[src/design/drf_pkg.sv]
// ----------------------------------------------------------------------------
// drf_pkg
// Shared types and constants of the delimited record framer.
// ----------------------------------------------------------------------------
package drf_pkg;

    localparam int MAX_DELIM_DEF = 7;
    localparam int QUEUE_DEPTH   = 2;

    localparam logic [7:0] CR_BYTE = 8'h0D;
    localparam logic [7:0] LF_BYTE = 8'h0A;

    typedef enum logic [2:0] {
        CFG_START_LEN    = 3'd0,
        CFG_START_BYTES  = 3'd1,
        CFG_END_LEN      = 3'd2,
        CFG_END_BYTES    = 3'd3,
        CFG_IGNORE_LEN   = 3'd4,
        CFG_IGNORE_BYTES = 3'd5,
        CFG_REC_LIMIT    = 3'd6,
        CFG_REC_CAPACITY = 3'd7
    } t_cfg_idx;

    typedef struct packed {
        logic [2:0]  start_len;
        logic [55:0] start_bytes;
        logic [2:0]  end_len;
        logic [55:0] end_bytes;
        logic [2:0]  ignore_len;
        logic [55:0] ignore_bytes;
        logic [15:0] record_limit;
        logic [15:0] record_capacity;
    } t_cfg;

    // classification of the lookahead window front
    typedef struct packed {
        logic       ign;
        logic       start_head;
        logic       start_full;
        logic       end_head;
        logic       end_full;
        logic [2:0] slen;
        logic [2:0] elen;
    } t_match;

    typedef struct packed {
        logic [7:0]  data_byte;
        logic        data_valid;
        logic        record_done;
        logic [15:0] record_count;
        logic        last;
    } t_result;

endpackage

[src/design/drf_if.sv]
// ----------------------------------------------------------------------------
// drf_if
// Valid/ready channels of the framer: received bytes and record results.
// ----------------------------------------------------------------------------
interface drf_in_if;
    logic       valid;
    logic       ready;
    logic [7:0] rx_byte;

    modport source (output valid, output rx_byte, input ready);
    modport sink   (input valid, input rx_byte, output ready);
endinterface

interface drf_out_if;
    logic        valid;
    logic        ready;
    logic [7:0]  data_byte;
    logic        data_valid;
    logic        record_done;
    logic [15:0] record_count;
    logic        last;

    modport source (output valid, output data_byte, output data_valid,
                    output record_done, output record_count, output last,
                    input ready);
    modport sink   (input valid, input data_byte, input data_valid,
                    input record_done, input record_count, input last,
                    output ready);
endinterface

[src/design/drf_front.sv]
// ----------------------------------------------------------------------------
// drf_front
// Receive side: takes raw bytes and holds them in a short queue for the
// decision sequencer.
// ----------------------------------------------------------------------------
module drf_front (
    input  logic        i_clk,
    input  logic        i_rst_n,
    drf_in_if.sink      i_rx,
    drf_in_if.source    o_q
);

    localparam int QD = drf_pkg::QUEUE_DEPTH;
    localparam int PW = (QD > 1) ? $clog2(QD) : 1;
    localparam int CW = $clog2(QD + 1);

    logic [7:0]    r_buf [QD];
    logic [PW-1:0] r_wr, r_rd;
    logic [CW-1:0] r_cnt;
    logic          w_push, w_pop;

    assign i_rx.ready = (r_cnt != CW'(QD));
    assign o_q.valid  = (r_cnt != '0);
    assign o_q.rx_byte = r_buf[r_rd];

    assign w_push = i_rx.valid && i_rx.ready;
    assign w_pop  = o_q.valid && o_q.ready;

    always_ff @(posedge i_clk) begin
        if (!i_rst_n) begin
            r_wr  <= '0;
            r_rd  <= '0;
            r_cnt <= '0;
        end else begin
            if (w_push) begin
                r_wr <= (r_wr == PW'(QD - 1)) ? '0 : r_wr + PW'(1);
            end
            if (w_pop) begin
                r_rd <= (r_rd == PW'(QD - 1)) ? '0 : r_rd + PW'(1);
            end
            if (w_push && !w_pop) begin
                r_cnt <= r_cnt + CW'(1);
            end else if (!w_push && w_pop) begin
                r_cnt <= r_cnt - CW'(1);
            end
        end
    end

    always_ff @(posedge i_clk) begin
        if (w_push) begin
            r_buf[r_wr] <= i_rx.rx_byte;
        end
    end

endmodule

[src/design/drf_match.sv]
// ----------------------------------------------------------------------------
// drf_match
// Classifies the lookahead window against the start string, end string and
// ignore set.
// ----------------------------------------------------------------------------
module drf_match #(
    parameter int MAX_DELIM = drf_pkg::MAX_DELIM_DEF
) (
    input  logic [MAX_DELIM-1:0][7:0] i_win,
    input  drf_pkg::t_cfg             i_cfg,
    output drf_pkg::t_match           o_match
);

    localparam logic [2:0] MAXL = 3'(MAX_DELIM);

    logic [2:0] w_slen, w_elen, w_ilen;

    assign w_slen = (i_cfg.start_len  > MAXL) ? MAXL : i_cfg.start_len;
    assign w_elen = (i_cfg.end_len    > MAXL) ? MAXL : i_cfg.end_len;
    assign w_ilen = (i_cfg.ignore_len > MAXL) ? MAXL : i_cfg.ignore_len;

    always_comb begin
        o_match            = '0;
        o_match.slen       = w_slen;
        o_match.elen       = w_elen;
        o_match.start_head = (i_win[0] == i_cfg.start_bytes[7:0]);
        o_match.end_head   = (i_win[0] == i_cfg.end_bytes[7:0]);
        o_match.start_full = 1'b1;
        o_match.end_full   = 1'b1;
        for (int i = 0; i < MAX_DELIM; i++) begin
            if (3'(i) < w_ilen && i_win[0] == i_cfg.ignore_bytes[8*i +: 8]) begin
                o_match.ign = 1'b1;
            end
            if (3'(i) < w_slen && i_win[i] != i_cfg.start_bytes[8*i +: 8]) begin
                o_match.start_full = 1'b0;
            end
            if (3'(i) < w_elen && i_win[i] != i_cfg.end_bytes[8*i +: 8]) begin
                o_match.end_full = 1'b0;
            end
        end
    end

endmodule

[src/design/drf_back.sv]
// ----------------------------------------------------------------------------
// drf_back
// Decision sequencer: keeps the lookahead window, phase and count, decides one
// window step per cycle unless stalled and hands results to the output stage.
// ----------------------------------------------------------------------------
module drf_back #(
    parameter int MAX_DELIM = drf_pkg::MAX_DELIM_DEF
) (
    input  logic          i_clk,
    input  logic          i_rst_n,
    input  drf_pkg::t_cfg i_cfg,
    drf_in_if.sink        i_q,
    drf_out_if.source     o_res
);

    localparam int FW = $clog2(MAX_DELIM + 1);

    logic [MAX_DELIM-1:0][7:0] r_win, n_win;
    logic [FW-1:0]             r_fill, n_fill;
    logic                      r_collect, n_collect;
    logic [15:0]               r_count, n_count;
    logic                      r_busy, n_busy;
    drf_pkg::t_result          r_pend, n_pend, r_out, n_out;
    logic                      r_pend_valid, n_pend_valid;
    logic                      r_out_valid, n_out_valid;

    drf_pkg::t_match w_m;

    // decision of the current window step
    logic          d_brk, d_emit, d_collect, d_stored;
    logic [FW-1:0] d_drop;
    logic [15:0]   d_count, d_eff, d_cnt1;
    drf_pkg::t_result d_res;

    logic w_fill_z, w_end_head, w_out_take, w_out_free, w_step, w_load;
    logic [2:0] w_fill3;

    drf_match #(.MAX_DELIM(MAX_DELIM)) u_match (
        .i_win   (r_win),
        .i_cfg   (i_cfg),
        .o_match (w_m)
    );

    assign w_fill_z   = (r_fill == '0);
    assign w_fill3    = 3'(r_fill);
    assign w_end_head = (w_m.elen != 3'd0) && w_m.end_head;

    always_comb begin
        d_brk     = 1'b0;
        d_emit    = 1'b0;
        d_drop    = '0;
        d_collect = r_collect;
        d_count   = r_count;
        d_stored  = 1'b0;
        d_res     = '0;
        d_eff     = (i_cfg.record_limit != 16'd0) ? i_cfg.record_limit :
                    (w_m.elen == 3'd0) ? i_cfg.record_capacity : 16'd0;
        d_cnt1    = r_count;
        if (!r_collect) begin
            if (w_m.slen == 3'd0) begin
                d_collect = 1'b1;
            end else if (w_fill_z) begin
                d_brk = 1'b1;
            end else if (!w_m.start_head) begin
                d_drop = FW'(1);
            end else if (w_fill3 < w_m.slen) begin
                d_brk = 1'b1;
            end else if (w_m.start_full) begin
                d_drop    = FW'(w_m.slen);
                d_collect = 1'b1;
            end else begin
                d_drop = FW'(1);
            end
        end else begin
            if (w_fill_z) begin
                d_brk = 1'b1;
            end else if (w_m.ign) begin
                d_drop = FW'(1);
            end else if (w_end_head && w_fill3 < w_m.elen) begin
                // partial end string, wait for more bytes
                d_brk = 1'b1;
            end else if (w_end_head && w_m.end_full) begin
                d_drop            = FW'(w_m.elen);
                d_emit            = 1'b1;
                d_res.record_done = 1'b1;
                d_res.record_count = r_count;
                d_count           = '0;
                d_collect         = 1'b0;
            end else begin
                d_drop   = FW'(1);
                d_stored = (r_count < i_cfg.record_capacity) || (d_eff != 16'd0);
                d_cnt1   = d_stored ? r_count + 16'd1 : r_count;
                d_res.data_byte    = d_stored ? r_win[0] : 8'd0;
                d_res.data_valid   = d_stored;
                d_res.record_count = d_cnt1;
                if (d_cnt1 == d_eff) begin
                    d_emit            = 1'b1;
                    d_res.record_done = 1'b1;
                    d_count           = '0;
                    d_collect         = 1'b0;
                end else begin
                    d_emit  = d_stored;
                    d_count = d_cnt1;
                end
            end
        end
    end

    assign w_out_take = r_out_valid && o_res.ready;
    assign w_out_free = !r_out_valid || w_out_take;
    assign w_step     = r_busy && !d_brk && (!d_emit || !r_pend_valid || w_out_free);

    // a new byte enters when the previous one has no decision left
    assign i_q.ready = !r_busy || d_brk;
    assign w_load    = i_q.valid && i_q.ready;

    always_comb begin
        n_win     = r_win;
        n_fill    = r_fill;
        n_collect = r_collect;
        n_count   = r_count;
        n_busy    = r_busy;
        if (w_step) begin
            for (int i = 0; i < MAX_DELIM; i++) begin
                if (d_drop != '0) begin
                    n_win[i] = '0;
                end
                for (int k = 1; k <= MAX_DELIM; k++) begin
                    if (d_drop == FW'(k) && i + k < MAX_DELIM) begin
                        n_win[i] = r_win[i + k];
                    end
                end
            end
            n_fill    = r_fill - d_drop;
            n_collect = d_collect;
            n_count   = d_count;
        end else if (r_busy && d_brk) begin
            n_busy = 1'b0;
        end
        if (w_load) begin
            n_busy = 1'b1;
            if (r_fill == FW'(MAX_DELIM)) begin
                // full window: oldest byte falls out
                for (int i = 0; i < MAX_DELIM - 1; i++) begin
                    n_win[i] = r_win[i + 1];
                end
                n_win[MAX_DELIM-1] = i_q.rx_byte;
            end else begin
                for (int i = 0; i < MAX_DELIM; i++) begin
                    if (FW'(i) == r_fill) begin
                        n_win[i] = i_q.rx_byte;
                    end
                end
                n_fill = r_fill + FW'(1);
            end
        end
    end

    // pending result waits until the next result or the end of the item
    // tells whether it is the last one
    always_comb begin
        n_out        = r_out;
        n_out_valid  = r_out_valid && !w_out_take;
        n_pend       = r_pend;
        n_pend_valid = r_pend_valid;
        if (w_step && d_emit) begin
            if (r_pend_valid) begin
                n_out       = r_pend;
                n_out_valid = 1'b1;
            end
            n_pend       = d_res;
            n_pend.last  = 1'b0;
            n_pend_valid = 1'b1;
        end else if (r_pend_valid && r_pend.last && w_out_free) begin
            n_out        = r_pend;
            n_out_valid  = 1'b1;
            n_pend_valid = 1'b0;
        end else if (r_busy && d_brk && r_pend_valid) begin
            n_pend.last = 1'b1;
        end
    end

    always_ff @(posedge i_clk) begin
        if (!i_rst_n) begin
            r_fill       <= '0;
            r_collect    <= 1'b0;
            r_count      <= '0;
            r_busy       <= 1'b0;
            r_pend_valid <= 1'b0;
            r_out_valid  <= 1'b0;
            r_win        <= '0;
        end else begin
            r_fill       <= n_fill;
            r_collect    <= n_collect;
            r_count      <= n_count;
            r_busy       <= n_busy;
            r_pend_valid <= n_pend_valid;
            r_out_valid  <= n_out_valid;
            r_win        <= n_win;
        end
    end

    always_ff @(posedge i_clk) begin
        r_pend <= n_pend;
        r_out  <= n_out;
    end

    assign o_res.valid        = r_out_valid;
    assign o_res.data_byte    = r_out.data_byte;
    assign o_res.data_valid   = r_out.data_valid;
    assign o_res.record_done  = r_out.record_done;
    assign o_res.record_count = r_out.record_count;
    assign o_res.last         = r_out.last;

endmodule

[src/design/delimited_record_framer_top.sv]
// ----------------------------------------------------------------------------
// delimited_record_framer_top
// Cuts a received byte stream into records framed by start and end strings.
// ----------------------------------------------------------------------------
//  channel   dir  handshake          payload
//  i_rx      in   valid/ready        rx_byte
//  o_res     out  valid/ready        data_byte, data_valid, record_done,
//                                    record_count, last
//  i_cfg_*   in   write enable only  i_cfg_idx, i_cfg_data
//
//  an item first enters the lookahead window, then the window is decided
//  in steps until a decision needs more bytes; the decision sequencer takes
//  one window step per cycle unless a result is held by a stalled output
//  results leave through a pending register and an output register
//  reset is synchronous: window empty, hunting, count zero, defaults loaded
//  a stalled output holds its result while the queue fills up with new items
// ----------------------------------------------------------------------------
module delimited_record_framer_top #(
    parameter int MAX_DELIM = drf_pkg::MAX_DELIM_DEF
) (
    input  logic        i_clk,
    input  logic        i_rst_n,
    drf_in_if.sink      i_rx,
    drf_out_if.source   o_res,
    input  logic        i_cfg_we,
    input  logic [2:0]  i_cfg_idx,
    input  logic [55:0] i_cfg_data
);

    drf_pkg::t_cfg r_cfg;

    drf_in_if q_ch ();

    always_ff @(posedge i_clk) begin
        if (!i_rst_n) begin
            r_cfg <= '{
                start_len:       3'd0,
                start_bytes:     56'd0,
                end_len:         3'd1,
                end_bytes:       56'(drf_pkg::CR_BYTE),
                ignore_len:      3'd1,
                ignore_bytes:    56'(drf_pkg::LF_BYTE),
                record_limit:    16'd0,
                record_capacity: 16'd256
            };
        end else if (i_cfg_we) begin
            unique case (drf_pkg::t_cfg_idx'(i_cfg_idx))
                drf_pkg::CFG_START_LEN:    r_cfg.start_len       <= i_cfg_data[2:0];
                drf_pkg::CFG_START_BYTES:  r_cfg.start_bytes     <= i_cfg_data;
                drf_pkg::CFG_END_LEN:      r_cfg.end_len         <= i_cfg_data[2:0];
                drf_pkg::CFG_END_BYTES:    r_cfg.end_bytes       <= i_cfg_data;
                drf_pkg::CFG_IGNORE_LEN:   r_cfg.ignore_len      <= i_cfg_data[2:0];
                drf_pkg::CFG_IGNORE_BYTES: r_cfg.ignore_bytes    <= i_cfg_data;
                drf_pkg::CFG_REC_LIMIT:    r_cfg.record_limit    <= i_cfg_data[15:0];
                drf_pkg::CFG_REC_CAPACITY: r_cfg.record_capacity <= i_cfg_data[15:0];
            endcase
        end
    end

    drf_front u_front (
        .i_clk   (i_clk),
        .i_rst_n (i_rst_n),
        .i_rx    (i_rx),
        .o_q     (q_ch.source)
    );

    drf_back #(.MAX_DELIM(MAX_DELIM)) u_back (
        .i_clk   (i_clk),
        .i_rst_n (i_rst_n),
        .i_cfg   (r_cfg),
        .i_q     (q_ch.sink),
        .o_res   (o_res)
    );

endmodule

[src/flat_wrapper.sv]
// flat-port wrapper written by rule: the top's interface ports become plain ports
module delimited_record_framer_top_flat 
#(
    parameter int MAX_DELIM = drf_pkg::MAX_DELIM_DEF
)
  (i_clk, i_rst_n, i_cfg_we, i_cfg_idx, i_cfg_data, i_rx_valid, i_rx_rx_byte, i_rx_ready, o_res_valid, o_res_data_byte, o_res_data_valid, o_res_record_done, o_res_record_count, o_res_last, o_res_ready);
  drf_in_if i_rx_i ();
  drf_out_if o_res_i ();
  input  logic i_clk;
  input  logic i_rst_n;
  input  logic i_cfg_we;
  input  logic [2:0] i_cfg_idx;
  input  logic [55:0] i_cfg_data;
  input wire logic [$bits(i_rx_i.valid)-1:0] i_rx_valid;
  input wire logic [$bits(i_rx_i.rx_byte)-1:0] i_rx_rx_byte;
  output wire logic [$bits(i_rx_i.ready)-1:0] i_rx_ready;
  output wire logic [$bits(o_res_i.valid)-1:0] o_res_valid;
  output wire logic [$bits(o_res_i.data_byte)-1:0] o_res_data_byte;
  output wire logic [$bits(o_res_i.data_valid)-1:0] o_res_data_valid;
  output wire logic [$bits(o_res_i.record_done)-1:0] o_res_record_done;
  output wire logic [$bits(o_res_i.record_count)-1:0] o_res_record_count;
  output wire logic [$bits(o_res_i.last)-1:0] o_res_last;
  input wire logic [$bits(o_res_i.ready)-1:0] o_res_ready;
  assign i_rx_i.valid = i_rx_valid;
  assign i_rx_i.rx_byte = i_rx_rx_byte;
  assign i_rx_ready = i_rx_i.ready;
  assign o_res_valid = o_res_i.valid;
  assign o_res_data_byte = o_res_i.data_byte;
  assign o_res_data_valid = o_res_i.data_valid;
  assign o_res_record_done = o_res_i.record_done;
  assign o_res_record_count = o_res_i.record_count;
  assign o_res_last = o_res_i.last;
  assign o_res_i.ready = o_res_ready;
  delimited_record_framer_top #(.MAX_DELIM(MAX_DELIM)) u_core (.i_clk(i_clk), .i_rst_n(i_rst_n), .i_rx(i_rx_i), .o_res(o_res_i), .i_cfg_we(i_cfg_we), .i_cfg_idx(i_cfg_idx), .i_cfg_data(i_cfg_data));
endmodule
[config.mk]
export PLATFORM = sky130hd
export DESIGN_NAME = delimited_record_framer_top_flat
export DESIGN_NICKNAME = d
export VERILOG_FILES = /design/src/design/drf_pkg.sv /design/src/design/drf_if.sv /design/src/design/drf_front.sv /design/src/design/drf_match.sv /design/src/design/drf_back.sv /design/src/design/delimited_record_framer_top.sv /design/src/flat_wrapper.sv
export SDC_FILE = /design/constraint.sdc
export NUM_CORES = 1
export LEC_CHECK = 0
export ABC_AREA = 1
export BUFFER_PORTS_ARGS = -buffer_cell sky130_fd_sc_hd__buf_4
export CAP_MARGIN = 20
export CORE_ASPECT_RATIO = 1.4
export CORE_MARGIN = 2
export CORE_UTILIZATION = 60
export DETAILED_ROUTE_END_ITERATION = 8
export MAX_ROUTING_LAYER = met4
export PLACE_DENSITY = 0.79
export SETUP_SLACK_MARGIN = 0.1
export SLEW_MARGIN = 20
export SYNTH_ARGS = -nofsm -noshare
export SYNTH_HDL_FRONTEND = slang
export SYNTH_SLANG_ARGS = --single-unit
[constraint.sdc]
create_clock -name i_clk -period 10.7 [get_ports i_clk]
set_input_delay 2.14 -clock i_clk [delete_from_list [all_inputs] [get_ports i_clk]]
set_output_delay 2.14 -clock i_clk [all_outputs]
set_load 0.01 [all_outputs]
==> impl_metrics.json <==
{
  "n_antenna_cell": 0,
  "skew_ns": 0.0268,
  "cap_violations": 0,
  "cts_tree": "done",
  "path_clk_slew_ns": 0.07,
  "yosysWarningCount": 0,
  "powerDensity_nw_per_um2": 234,
  "slew_viol_final": 0,
  "synth_area_per_cell_um2": 6.88,
  "tightest_slew_ns": 1.09,
  "postRouteAntennaNets": 0,
  "worstSkewPairLatency_ns": 0.57,
  "syn-num-nets": 3065,
  "setup_viol": 0,
  "route.detailed.drc": 0,
  "post-route-min-period_ns": 5.40,
  "post_cts_buffers": 0,
  "syn2layout_area_growth_pct": 9.83,
  "synth_edf_count": 69,
  "dp.cells": 3358,
  "synth_flop_cell": "dfxtp_1",
  "vdd_drop_max_mv": 0.220,
  "cts_max_level": 2,
  "synth_seq_cells": 363,
  "max_freq_ghz": 0.185,
  "syn_inst": 2965,
  "pre_cts_ws_ns": 5.53,
  "die_h_um": 222,
  "critical_path.cell_chain": "inv_1, o21ai_0, nor2_1, nand3_1, nor2_1, a21boi_1, nand2_2, clkinv_1, a21oi_1, nand3_1, nor2_1, nor2_1, nand4_1, nand2_1, nand3_1, nand3_1, a21oi_1",
  "ys_seq_area_share_pct": 39.0,
  "slew-limit-headroom_pct": 27.2,
  "synth_most_common_cell": "nor2_1",
  "yosys-top-cells-count": "nor2_1 (681), nand2_1 (455), dfxtp_1 (294)",
  "cp.arrival_ns": 5.87,
  "antenna_found_initial": 0,
  "status": "finished, final reports clean",
  "crit_path_top_delay_cell": "a21oi_1",
  "via_per_inst": 6.21,
  "overflow": 0,
  "yosysUniqueCellTypes": 44,
  "cp_top_family": "simple AND/OR/NAND/NOR gates",
  "grt_use_total_pct": 43.8,
  "timing.final.ws_setup_ns": 5.30,
  "die_x_um": 160,
  "fin_setup_tns_ns": 0,
  "ctsHoldBuffers": 0,
  "fin_cells": 3425,
  "layout.nets": 3052,
  "total_power_mw": 5.23,
  "rsz0062_at_grt": "no",
  "hp-class": "reg -> reg",
  "drive_gt1_share_pct": 7.89,
  "syn_area_um2": 20400,
  "synth_top_cell_area_share_pct": 28.9,
  "n_fill_cell": 3020,
  "final_area_um2": 22400,
  "grt_pass1_wl_um": 116000,
  "sequential_cell_area_um2": 7960,
  "finalHoldViolCount": 0,
  "p_leak_nw": 9.74,
  "crit_type": "reg -> reg",
  "cp.required_ns": 11.17,
  "rows": 79,
  "clkSinkCount": 363,
  "crit_path_end_kind": "register",
  "synth.area.top_cells": "dfxtp_1 (29%), nor2_1 (13%), edfxtp_1 (10%)",
  "multiInputGateArea_um2": 10900,
  "num_vias": 21256,
  "cts_max_path_buffers": 3,
  "cts_made_buffers": 37,
  "cp-start-kind": "register",
  "post_cts_resize_count": 0,
  "cpPeakStageDelay_ns": 1.04,
  "grt_max_degree": 119,
  "die_area_um2": 35500,
  "grt_pass1_vias": 20171,
  "place_area_um2": 21100,
  "routedWlPerCell_um": 22.6,
  "cp_max_fo": 19,
  "pin_count": 101,
  "coreArea_um2": 33400,
  "cts_root_buf": "clkbuf_16",
  "drt_first_pass_iters": 7,
  "async_flop_share_pct": 0,
  "hpwl_um": 54000,
  "period_share_pct": 50.5,
  "synth_top_area_cell": "dfxtp_1",
  "port_buffers": 100,
  "drt_iter0_drc": 2588,
  "postRouteWirelength_um": 77400,
  "initial_core_util_pct": 61.1,
  "crit_buf_inv": 2,
  "globalplace.congestion": 1.12
}
## cells in the final DEF, fill, tap and decap left out, types with 14 or more instances in the layout
cell type,Yosys,routed
xor2_1,87,87
nand2_1,455,453
nor2_1,681,677
a31oi_1,49,49
a21oi_1,161,161
edfxtp_1,69,69
nand4_1,51,51
buf_4,8,122
o22ai_1,30,30
ha_1,27,27
o21ai_1,20,20
o21ai_0,285,285
nand3_1,178,178
inv_1,196,195
or2_2,14,14
o21a_1,16,16
xnor2_1,68,68
nor3_1,36,36
dfxtp_1,294,294
clkbuf_16,0,40
## per-stage QoR
stage	hold slack [ns]	utilization, %
after CTS	0.420	67.0
after detailed placement	0.405	63.3
final	0.420	67.1
after floorplan	0.400	-
after global placement	0.400	63.3
after global routing	0.426	67.1
## worst register-to-register path, cell delays in order (launching register included)
cell	delay (ns)
dfxtp_1	0.71
inv_1	0.31
o21ai_0	0.24
nor2_1	0.11
nand3_1	0.11
nor2_1	0.06
a21boi_1	0.16
nand2_2	0.39
clkinv_1	0.66
a21oi_1	1.05
nand3_1	0.71
nor2_1	0.25
nor2_1	0.08
nand4_1	0.12
nand2_1	0.06
nand3_1	0.07
nand3_1	0.09
a21oi_1	0.13
## registers in the layout, summed over array words and instances, names as in the netlist, named ones only
name	cells
u_core.r_cfg	209
u_core.u_back.r_win	56
u_core.u_back.r_pend	27
u_core.u_back.o_res.record_count	16
u_core.u_back.r_count	16
u_core.u_front.r_buf	16
u_core.u_back.o_res.data_byte	8
u_core.u_back.r_fill	3
u_core.u_front.r_cnt	2
u_core.u_back.o_res.data_valid	1
u_core.u_back.o_res.last	1
u_core.u_back.o_res.record_done	1
u_core.u_back.o_res.valid	1
u_core.u_back.r_busy	1
u_core.u_back.r_collect	1
u_core.u_back.r_pend_valid	1
u_core.u_front.r_rd	1
u_core.u_front.r_wr	1
## metal layers
metal	wire length, um	part of all wire, %	vias up	track usage (%)
met5	0	0	-	-
met4	8850	11	0	39.6
met3	6620	8.6	489	7.67
met2	35600	46	1331	69.7
met1	26300	34	9753	46.3
li1	-	-	9683	-
## power by group
part	leakage, nW	internal (mW)	switching (mW)	total, mW
combinational	6.08	0.630	1.40	2.03
clock	0.608	0.776	0.582	1.36
sequential	3.05	1.54	0.306	1.84
total	9.74	2.94	2.29	5.23
## kinds of logic (layout without fill, tap and decap cells)
group | after synthesis | count (layout) | share of synthesized area, %
flops | 363 | 363 | 39.0
fa+ha+maj | 28 | 28 | 1.75
compound gates | 576 | 576 | 15.0
buf+inv | 384 | 399 | 7.53
mux | 8 | 8 | 0.442
simple gates | 1451 | 1451 | 29.6
xor+xnor | 155 | 155 | 6.66
## worst paths after layout
path | startpoint | end | slack [ns] | depth (start not counted)
worst max-delay path | u_core.u_back.r_win[2] | u_core.u_back.r_win[18] | 5.30 | 17
worst min-delay path | u_core.u_back.r_pend[9] | u_core.u_back.o_res.record_count[8] | 0.42 | 0
worst max register to register | u_core.u_back.r_win[2] | u_core.u_back.r_win[18] | 5.30 | 17
worst min register to register | u_core.u_back.r_pend[9] | u_core.u_back.o_res.record_count[8] | 0.42 | 0
## final cells by class
class,instances,area share [%]
clock buffer,49,4.71
clock inverter,18,0.888
inverter,210,3.52
multi-input combinational,2218,48.8
sequential,363,35.5
tap,445,2.49
timing repair buffer,122,4.09
(Power assumes the default switching activity.)
